[src/assert_macros.svh]
// ----------------------------------------------------------------------------
// assert_macros.svh
// Assertion helpers shared by the RTL. Empty when SYNTHESIS is defined.
// ----------------------------------------------------------------------------
`ifndef ASSERT_MACROS_SVH
`define ASSERT_MACROS_SVH

`ifndef SYNTHESIS
// Checked while out of reset
`define ASSERT_CLK(label, prop, msg) \
  label: assert property (@(posedge clk) disable iff (rst) (prop)) else $error(msg);
// Checked on every edge, reset included
`define ASSERT_ALWAYS(label, prop, msg) \
  label: assert property (@(posedge clk) (prop)) else $error(msg);
`else
`define ASSERT_CLK(label, prop, msg)
`define ASSERT_ALWAYS(label, prop, msg)
`endif

`endif

[src/esc_pkg.sv]
// ----------------------------------------------------------------------------
// esc_pkg
// Constants and the month-length table for the epoch-to-calendar converter.
// ----------------------------------------------------------------------------
package esc_pkg;

  // Seconds from 1970-01-01 to 2000-01-01
  localparam logic [31:0] EPOCH_SHIFT = 32'd946684800;

  localparam logic [5:0] SEC_PER_MIN   = 6'd60;
  localparam logic [5:0] MIN_PER_HOUR  = 6'd60;
  localparam logic [5:0] HOUR_PER_DAY  = 6'd24;
  localparam logic [8:0] DAYS_PER_YEAR = 9'd365;

  // Reciprocals: x / 60 = (x * RECIP_DIV60) >> 37, exact for any 32-bit x;
  // x / 24 = (x * RECIP_DIV24) >> 32, exact for x below 2^29
  localparam logic [31:0] RECIP_DIV60 = 32'h8888_8889;
  localparam logic [31:0] RECIP_DIV24 = 32'h0AAA_AAAB;

  localparam logic [3:0] MONTH_JAN = 4'd1;
  localparam logic [3:0] MONTH_FEB = 4'd2;
  localparam logic [3:0] MONTH_DEC = 4'd12;

  // Days in month m (1..12); February gets one more in a leap year
  function automatic logic [4:0] month_days(input logic [3:0] m, input logic leap);
    logic [4:0] len;
    case (m)
      4'd2:    len = leap ? 5'd29 : 5'd28;
      4'd4:    len = 5'd30;
      4'd6:    len = 5'd30;
      4'd9:    len = 5'd30;
      4'd11:   len = 5'd30;
      default: len = 5'd31;
    endcase
    return len;
  endfunction

endpackage

[src/epoch_seconds_to_calendar.sv]
// One request at a time: busy from accept until the done cycle ends.
// Second, minute and hour come from three reciprocal multiplies, then the
// year and month loops share one subtractor. Synchronous active-high rst
// returns the sequencer to idle; no result stall.
// ----------------------------------------------------------------------------
// epoch_seconds_to_calendar
// Converts a 32-bit Unix timestamp into year offset from 2000, month, day,
// hour, minute and second with a small sequencer around one subtractor.
// ----------------------------------------------------------------------------
`include "assert_macros.svh"

module epoch_seconds_to_calendar (
  input  logic        clk,
  input  logic        rst,
  input  logic        start,
  input  logic [31:0] unix_seconds,
  output logic        busy,
  output logic        done,
  output logic [7:0]  year_offset,
  output logic [3:0]  month,
  output logic [4:0]  day,
  output logic [4:0]  hour,
  output logic [5:0]  minute,
  output logic [5:0]  second
);

  // Sequencer states
  localparam logic [2:0] ST_IDLE  = 3'd0;
  localparam logic [2:0] ST_DIV   = 3'd1;
  localparam logic [2:0] ST_YEAR  = 3'd2;
  localparam logic [2:0] ST_MONTH = 3'd3;
  localparam logic [2:0] ST_DONE  = 3'd4;

  // Division phases
  localparam logic [1:0] PH_SEC  = 2'd0;
  localparam logic [1:0] PH_MIN  = 2'd1;
  localparam logic [1:0] PH_HOUR = 2'd2;

  logic [2:0]  state;
  logic [1:0]  phase;
  logic        step;
  logic [31:0] quo;
  logic [31:0] qt;
  logic [15:0] days;

  logic [31:0] recip;
  logic [63:0] prod;
  logic [31:0] quot;
  logic [5:0]  qd_low;
  logic [5:0]  rem_now;
  logic        leap;
  logic [4:0]  mlen;
  logic [8:0]  ylen;
  logic [16:0] sub_a;
  logic [16:0] sub_b;
  logic [16:0] diff;
  logic        fits;

  assign busy = (state != ST_IDLE);
  assign done = (state == ST_DONE);

  // Leap rule: every fourth year offset
  assign leap  = (year_offset[1:0] == 2'b00);
  assign ylen  = esc_pkg::DAYS_PER_YEAR + {8'd0, leap};
  assign mlen  = esc_pkg::month_days(month, leap);

  // Quotient by reciprocal multiply: by 24 in the hour phase, else by 60
  assign recip = (phase == PH_HOUR) ? esc_pkg::RECIP_DIV24 : esc_pkg::RECIP_DIV60;
  assign prod  = {32'd0, quo} * {32'd0, recip};
  assign quot  = (phase == PH_HOUR) ? prod[63:32] : {5'd0, prod[63:37]};

  // Remainder below 64, so only the low six bits of quotient * divisor matter
  assign qd_low  = (phase == PH_HOUR) ? ({qt[1:0], 4'd0} + {qt[2:0], 3'd0})
                                      : (6'd0 - {qt[3:0], 2'd0});
  assign rem_now = quo[5:0] - qd_low;

  // Shared subtractor operand select
  always_comb begin
    case (state)
      ST_YEAR: begin
        sub_a = {1'b0, days};
        sub_b = {8'd0, ylen};
      end
      ST_MONTH: begin
        sub_a = {1'b0, days};
        sub_b = {12'd0, mlen};
      end
      default: begin
        sub_a = '0;
        sub_b = '0;
      end
    endcase
  end

  assign diff = sub_a - sub_b;
  assign fits = ~diff[16];

  // Sequencer and datapath
  always_ff @(posedge clk) begin
    if (rst) begin
      state <= ST_IDLE;
      phase <= PH_SEC;
      step  <= 1'b0;
    end else begin
      case (state)
        ST_IDLE: begin
          if (start) begin
            quo   <= unix_seconds - esc_pkg::EPOCH_SHIFT;
            step  <= 1'b0;
            phase <= PH_SEC;
            state <= ST_DIV;
          end
        end
        ST_DIV: begin
          if (!step) begin
            qt   <= quot;
            step <= 1'b1;
          end else begin
            // Quotient becomes the next dividend
            quo  <= qt;
            step <= 1'b0;
            case (phase)
              PH_SEC: begin
                second <= rem_now;
                phase  <= PH_MIN;
              end
              PH_MIN: begin
                minute <= rem_now;
                phase  <= PH_HOUR;
              end
              default: begin
                hour        <= rem_now[4:0];
                days        <= qt[15:0];
                year_offset <= '0;
                phase       <= PH_SEC;
                state       <= ST_YEAR;
              end
            endcase
          end
        end
        ST_YEAR: begin
          if (fits) begin
            days        <= diff[15:0];
            year_offset <= year_offset + 8'd1;
          end else begin
            month <= esc_pkg::MONTH_JAN;
            state <= ST_MONTH;
          end
        end
        ST_MONTH: begin
          if (!fits || month == esc_pkg::MONTH_DEC) begin
            day   <= days[4:0] + 5'd1;
            state <= ST_DONE;
          end else begin
            days  <= diff[15:0];
            month <= month + 4'd1;
          end
        end
        ST_DONE: begin
          state <= ST_IDLE;
        end
        default: begin
          state <= ST_IDLE;
        end
      endcase
    end
  end

  // Checks
  `ASSERT_CLK(a_done_one_cycle, done |=> !done, "done strobe longer than one cycle")
  `ASSERT_CLK(a_accept_busy, (start && !busy) |=> busy, "request accepted but not busy")
  `ASSERT_CLK(a_busy_ends_done, $fell(busy) |-> $past(done), "busy dropped without done")
  `ASSERT_CLK(a_month_range, done |-> (month >= esc_pkg::MONTH_JAN && month <= esc_pkg::MONTH_DEC), "month out of range")
  `ASSERT_CLK(a_time_range, done |-> (hour < 5'd24 && minute < 6'd60 && second < 6'd60 && day != 5'd0), "time of day out of range")
  `ASSERT_ALWAYS(a_reset_idle, $past(rst) |-> !busy, "not idle after reset")

endmodule

[config.mk]
export PLATFORM = sky130hd
export DESIGN_NAME = epoch_seconds_to_calendar
export DESIGN_NICKNAME = d
export VERILOG_FILES = /design/src/esc_pkg.sv /design/src/epoch_seconds_to_calendar.sv
export VERILOG_INCLUDE_DIRS = /design/src /design/src/src
export SDC_FILE = /design/constraint.sdc
export NUM_CORES = 1
export LEC_CHECK = 0
export BUFFER_PORTS_ARGS = -buffer_cell sky130_fd_sc_hd__buf_2
export CAP_MARGIN = 20
export CELL_PAD_IN_SITES_DETAIL_PLACEMENT = 1
export CELL_PAD_IN_SITES_GLOBAL_PLACEMENT = 2
export CORE_UTILIZATION = 30
export CTS_BUF_LIST = sky130_fd_sc_hd__clkbuf_8 sky130_fd_sc_hd__clkbuf_16
export CTS_CLUSTER_SIZE = 10
export DETAILED_ROUTE_END_ITERATION = 16
export GPL_TIMING_DRIVEN = 0
export PLACE_DENSITY = 0.59
export SYNTH_ARGS = -nofsm -noshare
export SYNTH_HDL_FRONTEND = slang
export SYNTH_SLANG_ARGS = --single-unit
export TNS_END_PERCENT = 30
[constraint.sdc]
create_clock -name clk -period 8.4 [get_ports clk]
set_input_delay 2.1 -clock clk [delete_from_list [all_inputs] [get_ports clk]]
set_output_delay 2.1 -clock clk [all_outputs]
set_load 0.02 [all_outputs]
==> results of run 1 <==
==> metal layers <==
layer  vias to the layer above  part of all wire, %
li1                       8053                    -
met1                      8888                   46
met2                       181                   50
met3                        61                  1.7
met4                         2                  2.6
met5                         -                0.015
==> timing repair <==
action	4_1_cts	5_1_grt
endpoints found under the setup margin	32	32
setup buffers	9	14
pin swaps	5	12
gates resized for setup	66	44
==> sequential cells by signal, summed over array words and instances (netlist names), 2 cells and up <==
signal / flops
qt: 32
quo: 32
days: 16
year_offset: 8
minute: 6
second: 6
day: 5
hour: 5
month: 4
state: 3
phase: 2
==> per-stage QoR <==
step | hold WS, ns | instances | worst slack (ns)
floorplan | 0.484 | 2480 | 0.810
global placement | 0.508 | 3600 | -2.16
detailed placement | 0.516 | 3610 | -2.26
CTS | 0.530 | 3651 | -0.0173
global route | 0.556 | 3665 | -0.00394
finish | 0.528 | 3665 | 0.279
==> how the worst max path moves through the flow <==
stage / cells after the start / endpoint / startpoint / slack (ns)
2_1_floorplan: 29 / qt[22] / phase[1] / 0.81
3_3_place_gp: 28 / qt[0] / phase[1] / -2.16
3_5_place_dp: 28 / qt[0] / phase[1] / -2.26
4_1_cts: 30 / qt[1] / phase[1] / -0.02
5_1_grt: 33 / qt[19] / phase[1] / -0.004
6_report: 27 / qt[19] / quo[18] / 0.28
==> layout make-up <==
class / instances / area (µm²) / share of cell area [%]
buffer: 45 / 289 / 1.07
clock buffer: 17 / 425 / 1.57
clock inverter: 15 / 178 / 0.657
inverter: 680 / 2550 / 9.45
multi-input combinational: 1635 / 18100 / 66.9
sequential: 120 / 3550 / 13.1
tap: 1050 / 1310 / 4.86
timing repair buffer: 103 / 633 / 2.34
==> cells in the mapped netlist, drive strengths merged (7+ instances only) <==
cell | number | area (µm²)
and2 | 26 | 166
nand4 | 12 | 90.1
o21bai | 17 | 128
nand3 | 29 | 145
nor4 | 7 | 43.8
nor2 | 101 | 379
mux2i | 11 | 110
xor2 | 41 | 359
nor2b | 11 | 68.8
nand2 | 164 | 616
a21oi | 89 | 453
o211ai | 7 | 52.6
o21ai | 88 | 440
edfxtp | 114 | 3420
clkbuf | 35 | 156
and3 | 24 | 155
buf | 10 | 77.6
a21o | 23 | 173
nor3 | 20 | 100
inv | 680 | 2550
nand2b | 14 | 87.6
ha | 404 | 5050
fa | 382 | 7650
a31oi | 13 | 111
xnor2 | 85 | 744
==> logic make-up (layout without fill, tap and decap cells) <==
logic type      Yosys count  after routing
fa+ha+maj               786            786
buf+inv                 725            860
simple gates            426            426
compound gates          284            284
xor+xnor                126            126
flops                   120            120
mux                      13             13
==> worst max-delay path: stages (launching register included) <==
cell and delay (ns):
edfxtp_1 0.63, inv_1 0.31, nor2_4 0.33, ha_1 0.31, inv_1 0.08, fa_1 0.49
fa_1 0.53, fa_1 0.54, inv_1 0.06, fa_1 0.57, fa_1 0.43, fa_1 0.49
inv_1 0.05, fa_1 0.47, inv_1 0.04, ha_1 0.36, nand4_1 0.29, inv_1 0.12
a221oi_1 0.08, o31ai_1 0.32, a21oi_2 0.08, buf_6 0.16, o21a_2 0.26, o211ai_1 0.28
buf_4 0.18, xor2_2 0.22, nand2_1 0.08, o21ai_0 0.14
==> flow_summary.yaml, run 1 <==
global_routing:
  gr-total-overflow: 0
  grt_use_met2_pct: 37.0
  grt_pass1_wl_um: 125000
  busiest_layer: "met2"
  grt_use_met3_pct: 1.31
  grt_usage_pct: 21.1
  grtUsageMet1_pct: 28.5
  grt_pass1_vias: 18905
  grt_max_degree: 33
  antenna_found_initial: 2
route:
  finalWirelength_um: 84500
  ant_nets: 0
  drt-vias-per-instance: 4.69
  first_pass_iters: 4
  drt_iter0_drc: 726
  dr_total_vias: 17185
  routedWlPerCell_um: 23.1
  drc: 0
setup_path:
  rr_startpoint: "quo[18]"
  required_ns: 8.62
  rrSetupSlack_ns: 0.28
  arrival_ns: 8.35
  critPathLaunchType: "flip-flop"
  path_class: "reg -> reg"
  worst-path-max-fanout: 6
  end_kind: "flip-flop"
  r2r-end: "qt[19]"
  r2r_cells: 27
hold_path:
  hold_start: "qt[16]"
  hold_class: "reg -> reg"
  hold_end: "quo[16]"
  min_path_cells: 2
place:
  dpl-instance-area_um2: 25800
  io_buffer_count: 70
  dp_hpwl_um: 76100
  gp_congestion: 0.897
timing:
  min_period_ns: 8.12
  tightest_slew_ns: 0.935
  hold_violations: 0
  skew_ns: 0.0118
  tns_ns: 0
  period_share_pct: 96.7
  setup_viol: 0
  clock.fmax_mhz: 123
  final_max_slew_viol_count: 0
  slew-limit-headroom_pct: 37.5
synth:
  synthCells: 2480
  synth_xor_area_share_pct: 4.59
  netlist_area_um2: 24100
  synth-seq-area-share_pct: 14.7
  synth_fa_ha_area_share_pct: 52.8
  synth_compound_area_share_pct: 7.46
  synth_top_family_by_area: "adder cells"
  yosysUniqueCellTypes: 72
  synthFlopType: "edfxtp_1"
  yosys_warnings: 0
  synth_edf_count: 114
  synthMuxAreaShare_pct: 0.551
  ys_async_sr_fraction_pct: 0
  synth-simple-area-share_pct: 8.27
  avgSynthCellArea_um2: 9.70
  syn_nets: 3301
  ys_ff_latch: 120
finish:
  nNetsFinal: 3423
  nFillCells: 9085
  finalInstanceArea_um2: 27000
  area_delta_synth_final_pct: 12.3
  drive_above_1_share_pct: 9.48
  antenna_cells: 0
  fin_util_pct: 34.1
  mostFrequentLayoutCells: "inv_1 (670), ha_1 (399), fa_1 (382)"
  final_common_cell: "inv_1"
clock_tree:
  clk_latency_ns: 0.42
  root_buffer: "clkbuf_16"
  cts_buffer_depth: 2
  cts_tree: "built"
  h-tree-depth: 4
  cts_hold_buf: 0
  path_clk_slew_ns: 0.06
  clock-sinks: 120
  numCtsBuffers: 17
floorplanning:
  fp.coreArea_um2: 79100
  num_io_pins: 71
  rows: 103
  chipHeight_um: 285
  die_area_um2: 81300
  die_w_um: 285
  start_util_pct: 30.4
outcome:
  status: "finished clean"
flow_run:
  maxCapViolations: 0
Power of run 1 is left out: the tool's default activity adds up to more than one toggle a clock period on the data nets, which glitch-free logic cannot reach.
==> inputs of run 2 (changes only) <==
CORE_UTILIZATION = 43   (was 30)
PLACE_DENSITY = 0.81   (was 0.59)
==> run 2 against run 1 <==
Compared with the run above: core utilization increased by 14 points; highest routed layer is now met4; non-clock buffer count unchanged; critical endpoint is now qt[1]; clock-buffer cell count unchanged; first-iteration DRC count increased by 17%; fmax increased by 0.19%; sequential cell count unchanged.
==> flow_summary.yaml, run 2 (synthesized netlist as in run 1, its figures left out) <==
finish:
  mostFrequentLayoutCells: "inv_1 (670), ha_1 (397), fa_1 (380)"
  top_regs: "qt x32, quo x32, days x16"
  final_common_cell: "inv_1"
  finalInstanceArea_um2: 26600
  nNetsFinal: 3423
  area_delta_synth_final_pct: 10.7
  drive_above_1_share_pct: 9.41
  fin_util_pct: 48.2
route:
  drt_iter0_drc: 848
  drc: 0
  routedWlPerCell_um: 23.3
  finalWirelength_um: 78500
  ant_nets: 0
  first_pass_iters: 5
  drt-vias-per-instance: 5.24
  dr_total_vias: 17613
timing:
  final_max_slew_viol_count: 0
  period_share_pct: 96.5
  skew_ns: 0.00709
  hold_violations: 0
  slew-limit-headroom_pct: 29.0
  clock.fmax_mhz: 123
  min_period_ns: 8.11
  setup_viol: 0
  setup_ws_ns: 0.295
  tightest_slew_ns: 1.06
clock_tree:
  cts_hold_buf: 0
  cts_tree: "built"
  clk_latency_ns: 0.42
  clock-sinks: 120
  cts_buffer_depth: 2
  root_buffer: "clkbuf_16"
  numCtsBuffers: 17
  h-tree-depth: 4
  path_clk_slew_ns: 0.05
global_routing:
  grt_pass1_wl_um: 119000
  gr-total-overflow: 0
  antenna_found_initial: 0
  grt_pass1_vias: 19496
  grt_usage_pct: 28.5
  grt_max_degree: 33
outcome:
  status: "finished clean"
setup_path:
  required_ns: 8.52
  max_stage_delay_ns: 0.84
  crit_top_cell: "fa_1"
  r2r_cells: 26
  arrival_ns: 8.22
  worst-path-max-fanout: 9
  end_kind: "flip-flop"
  critPathLaunchType: "flip-flop"
  slowest_stage: "edfxtp_1"
  path_class: "reg -> reg"
place:
  dp_hpwl_um: 70400
  gp_congestion: 0.964
  io_buffer_count: 70
  place_ws_ns: -1.64
  dpl-instance-area_um2: 25400
floorplanning:
  num_io_pins: 71
  chipHeight_um: 239
  rows: 86
  fp.coreArea_um2: 55200
  die_w_um: 239
  die_area_um2: 56900
  start_util_pct: 43.6
hold_path:
  min_path_cells: 2
  hold_class: "reg -> reg"
flow_run:
  maxCapViolations: 0
run 2: repair_timing:
item | 4_1_cts | 5_1_grt
setup buffers | 5 | 20
pin swaps | 6 | 11
gates resized for setup | 52 | 56
setup endpoints to repair | 32 | 30
run 2: metrics by stage:
step,instances,TNS [ns],hold WS [ns]
2_1_floorplan,2480,0,0.484
3_3_place_gp,3298,-41.97,0.495
3_5_place_dp,3307,-32.40,0.507
4_1_cts,3344,0,0.521
5_1_grt,3363,-0.0218,0.538
6_report,3364,0,0.518
run 2: final timing paths:
check | slack [ns] | to | start
worst max-delay path | 0.29 | qt[1] | quo[15]
worst min-delay path | 0.52 | quo[16] | qt[16]
worst max register to register | 0.29 | qt[1] | quo[15]
worst min register to register | 0.52 | quo[16] | qt[16]
run 2: worst max-delay path, delay by kind of cell, from the launching register on:
family                     cells  cell delay [ns]
adders and majority gates      8             3.59
AOI/OAI and AO/OA              8             1.99
DFF                            1             0.84
buffers and inverters          6             0.55
xor gates and xnor gates       2             0.41
and+or+nand+nor                2             0.39
run 2: layout make-up:
cell class	instances	area [µm²]
antenna	1	2.50
buffer	44	285
clock buffer	17	425
clock inverter	15	208
fill	6301	28600
inverter	680	2550
multi-input combinational	1635	18100
sequential	120	3550
tap	748	936
timing repair buffer	104	608
run 2: routing by layer:
metal	track usage, %	routed length, µm
met2	49.6	38500
met1	37.0	34100
met3	2.34	2310
met4	10.8	3560
met5	0	0
Power of run 2 is left out for the same reason.
==> inputs of run 3 (changes only) <==
GPL_TIMING_DRIVEN = 1   (was 0)
==> run 3 against run 2 <==
Compared with the run above: sequential share of layout area down 0.091 points; cell area grew 0.65%; via count is 1.4% higher; worst hold slack lost 0.0074 ns; die area unchanged; largest cell class unchanged; first-iteration DRC count increased by 31%; non-clock buffer count increased by 43; fmax down 1.0%; worst setup slack got worse by 0.083 ns; core utilization rose by 0.31 points; critical path depth rose by 4; critical endpoint is now qt[20].
==> flow_summary.yaml, run 3 (synthesized netlist as in run 1, its figures left out) <==
finish:
  regArea_um2: 3540
  nFillCells: 6353
  top_regs: "qt x32, quo x32, days x16"
  final_common_cell: "inv_1"
  area_delta_synth_final_pct: 11.4
  antenna_cells: 0
  nNetsFinal: 3466
  mostFrequentLayoutCells: "inv_1 (679), ha_1 (400), fa_1 (378)"
  multi_input_area_um2: 17900
  drive_above_1_share_pct: 10.3
global_routing:
  grt_usage_pct: 29.3
  grtUsageMet1_pct: 38.3
  grt_max_degree: 47
  antenna_found_initial: 1
  grt_use_met3_pct: 2.45
  grt_use_met2_pct: 50.3
  busiest_layer: "met2"
  grt_pass1_vias: 19992
  grt_pass1_wl_um: 123000
  gr-total-overflow: 0
floorplanning:
  die_area_um2: 56900
  chipHeight_um: 239
  start_util_pct: 43.6
  die_w_um: 239
  fp.coreArea_um2: 55200
  rows: 86
  num_io_pins: 71
timing:
  hold_slack_ns: 0.510
  skew_ns: 0.0126
  clock.fmax_mhz: 122
  period_share_pct: 97.5
  slew-limit-headroom_pct: 35.7
  hold_violations: 0
  tightest_slew_ns: 0.957
  min_period_ns: 8.19
  tns_ns: 0
  setup_viol: 0
  rsz0062_at_grt: "false"
  final_max_slew_viol_count: 0
setup_path:
  slowest_stage: "fa_1"
  arrival_ns: 8.34
  path_class: "reg -> reg"
  rr_startpoint: "phase[1]"
  max_stage_delay_ns: 0.64
  end_kind: "flip-flop"
  rrSetupSlack_ns: 0.21
  crit_start: "phase[1]"
  critPathLaunchType: "flip-flop"
  required_ns: 8.55
  worst-path-max-fanout: 4
  crit_top_cell: "fa_1"
route:
  drc: 0
  dr_total_vias: 17865
  first_pass_iters: 6
  drt-vias-per-instance: 5.25
  drt_iter0_drc: 1115
  finalWirelength_um: 79400
  ant_nets: 0
  routedWlPerCell_um: 23.3
place:
  gp_congestion: 1.02
  dp_hpwl_um: 70900
  io_buffer_count: 70
outcome:
  status: "finished clean"
flow_run:
  maxCapViolations: 0
clock_tree:
  cts_tree: "built"
  numCtsBuffers: 17
  clk_latency_ns: 0.42
  h-tree-depth: 4
  path_clk_slew_ns: 0.06
  cts_buffer_depth: 2
  clock-sinks: 120
  root_buffer: "clkbuf_16"
hold_path:
  hold_class: "reg -> reg"
  hold_start: "qt[16]"
## run 3: cell count changes in the layout (fill, tap and decap cells not counted), sizes merged
cell	delta
clkbuf	-30
inv	+1
buf	+73
clkinv	+1
bufinv	-2
diode	-1
## run 3: worst paths after layout
check,to,cells past startpoint
worst min-delay path,quo[16],2
worst min register to register,quo[16],2
worst max-delay path,qt[20],30
worst max register to register,qt[20],30
## run 3: timing repair
item	4_1_cts	5_1_grt
setup buffers	5	3
gates resized for setup	11	21
hold buffers	0	0
pin swaps	2	5
gates cloned	0	1
endpoints found under the setup margin	19	21
## run 3: critical path, delay by kind of cell, from the launching register on
family / cells / cell delay [ns]
adders and majority gates: 8 / 4.05
AOI/OAI and AO/OA: 9 / 1.58
buffers and inverters: 9 / 1.11
and+or+nand+nor: 3 / 0.62
xor gates and xnor gates: 1 / 0.18
DFF: 1 / 0.33
## run 3: routing by layer
layer / vias up / wire [µm]
met2: 485 / 39100
met3: 130 / 3400
met4: 0 / 3690
met5: - / 0
li1: 8117 / -
met1: 9133 / 33200
## run 3: cell type report
class                      instances  share of cell area [%]
clock inverter                    15                   0.658
tap                              748                    3.49
clock buffer                      17                    1.59
timing repair buffer             191                    4.84
multi-input combinational       1635                    66.7
sequential                       120                    13.2
inverter                         680                    9.53
## run 3: metrics by stage
stage | util [%] | std cells | setup WS, ns | instance area, µm²
6_report | 48.5 | 3406 | 0.212 | 26800
5_1_grt | 48.5 | 3406 | 0.00571 | 26800
4_1_cts | 48.3 | 3402 | 0.00188 | 26600
3_5_place_dp | 47.1 | 3365 | -0.831 | 26000
3_3_place_gp | 47.1 | 3365 | -0.708 | 26000
2_1_floorplan | - | 2480 | 0.810 | 24100
Power of run 3 is left out for the same reason.
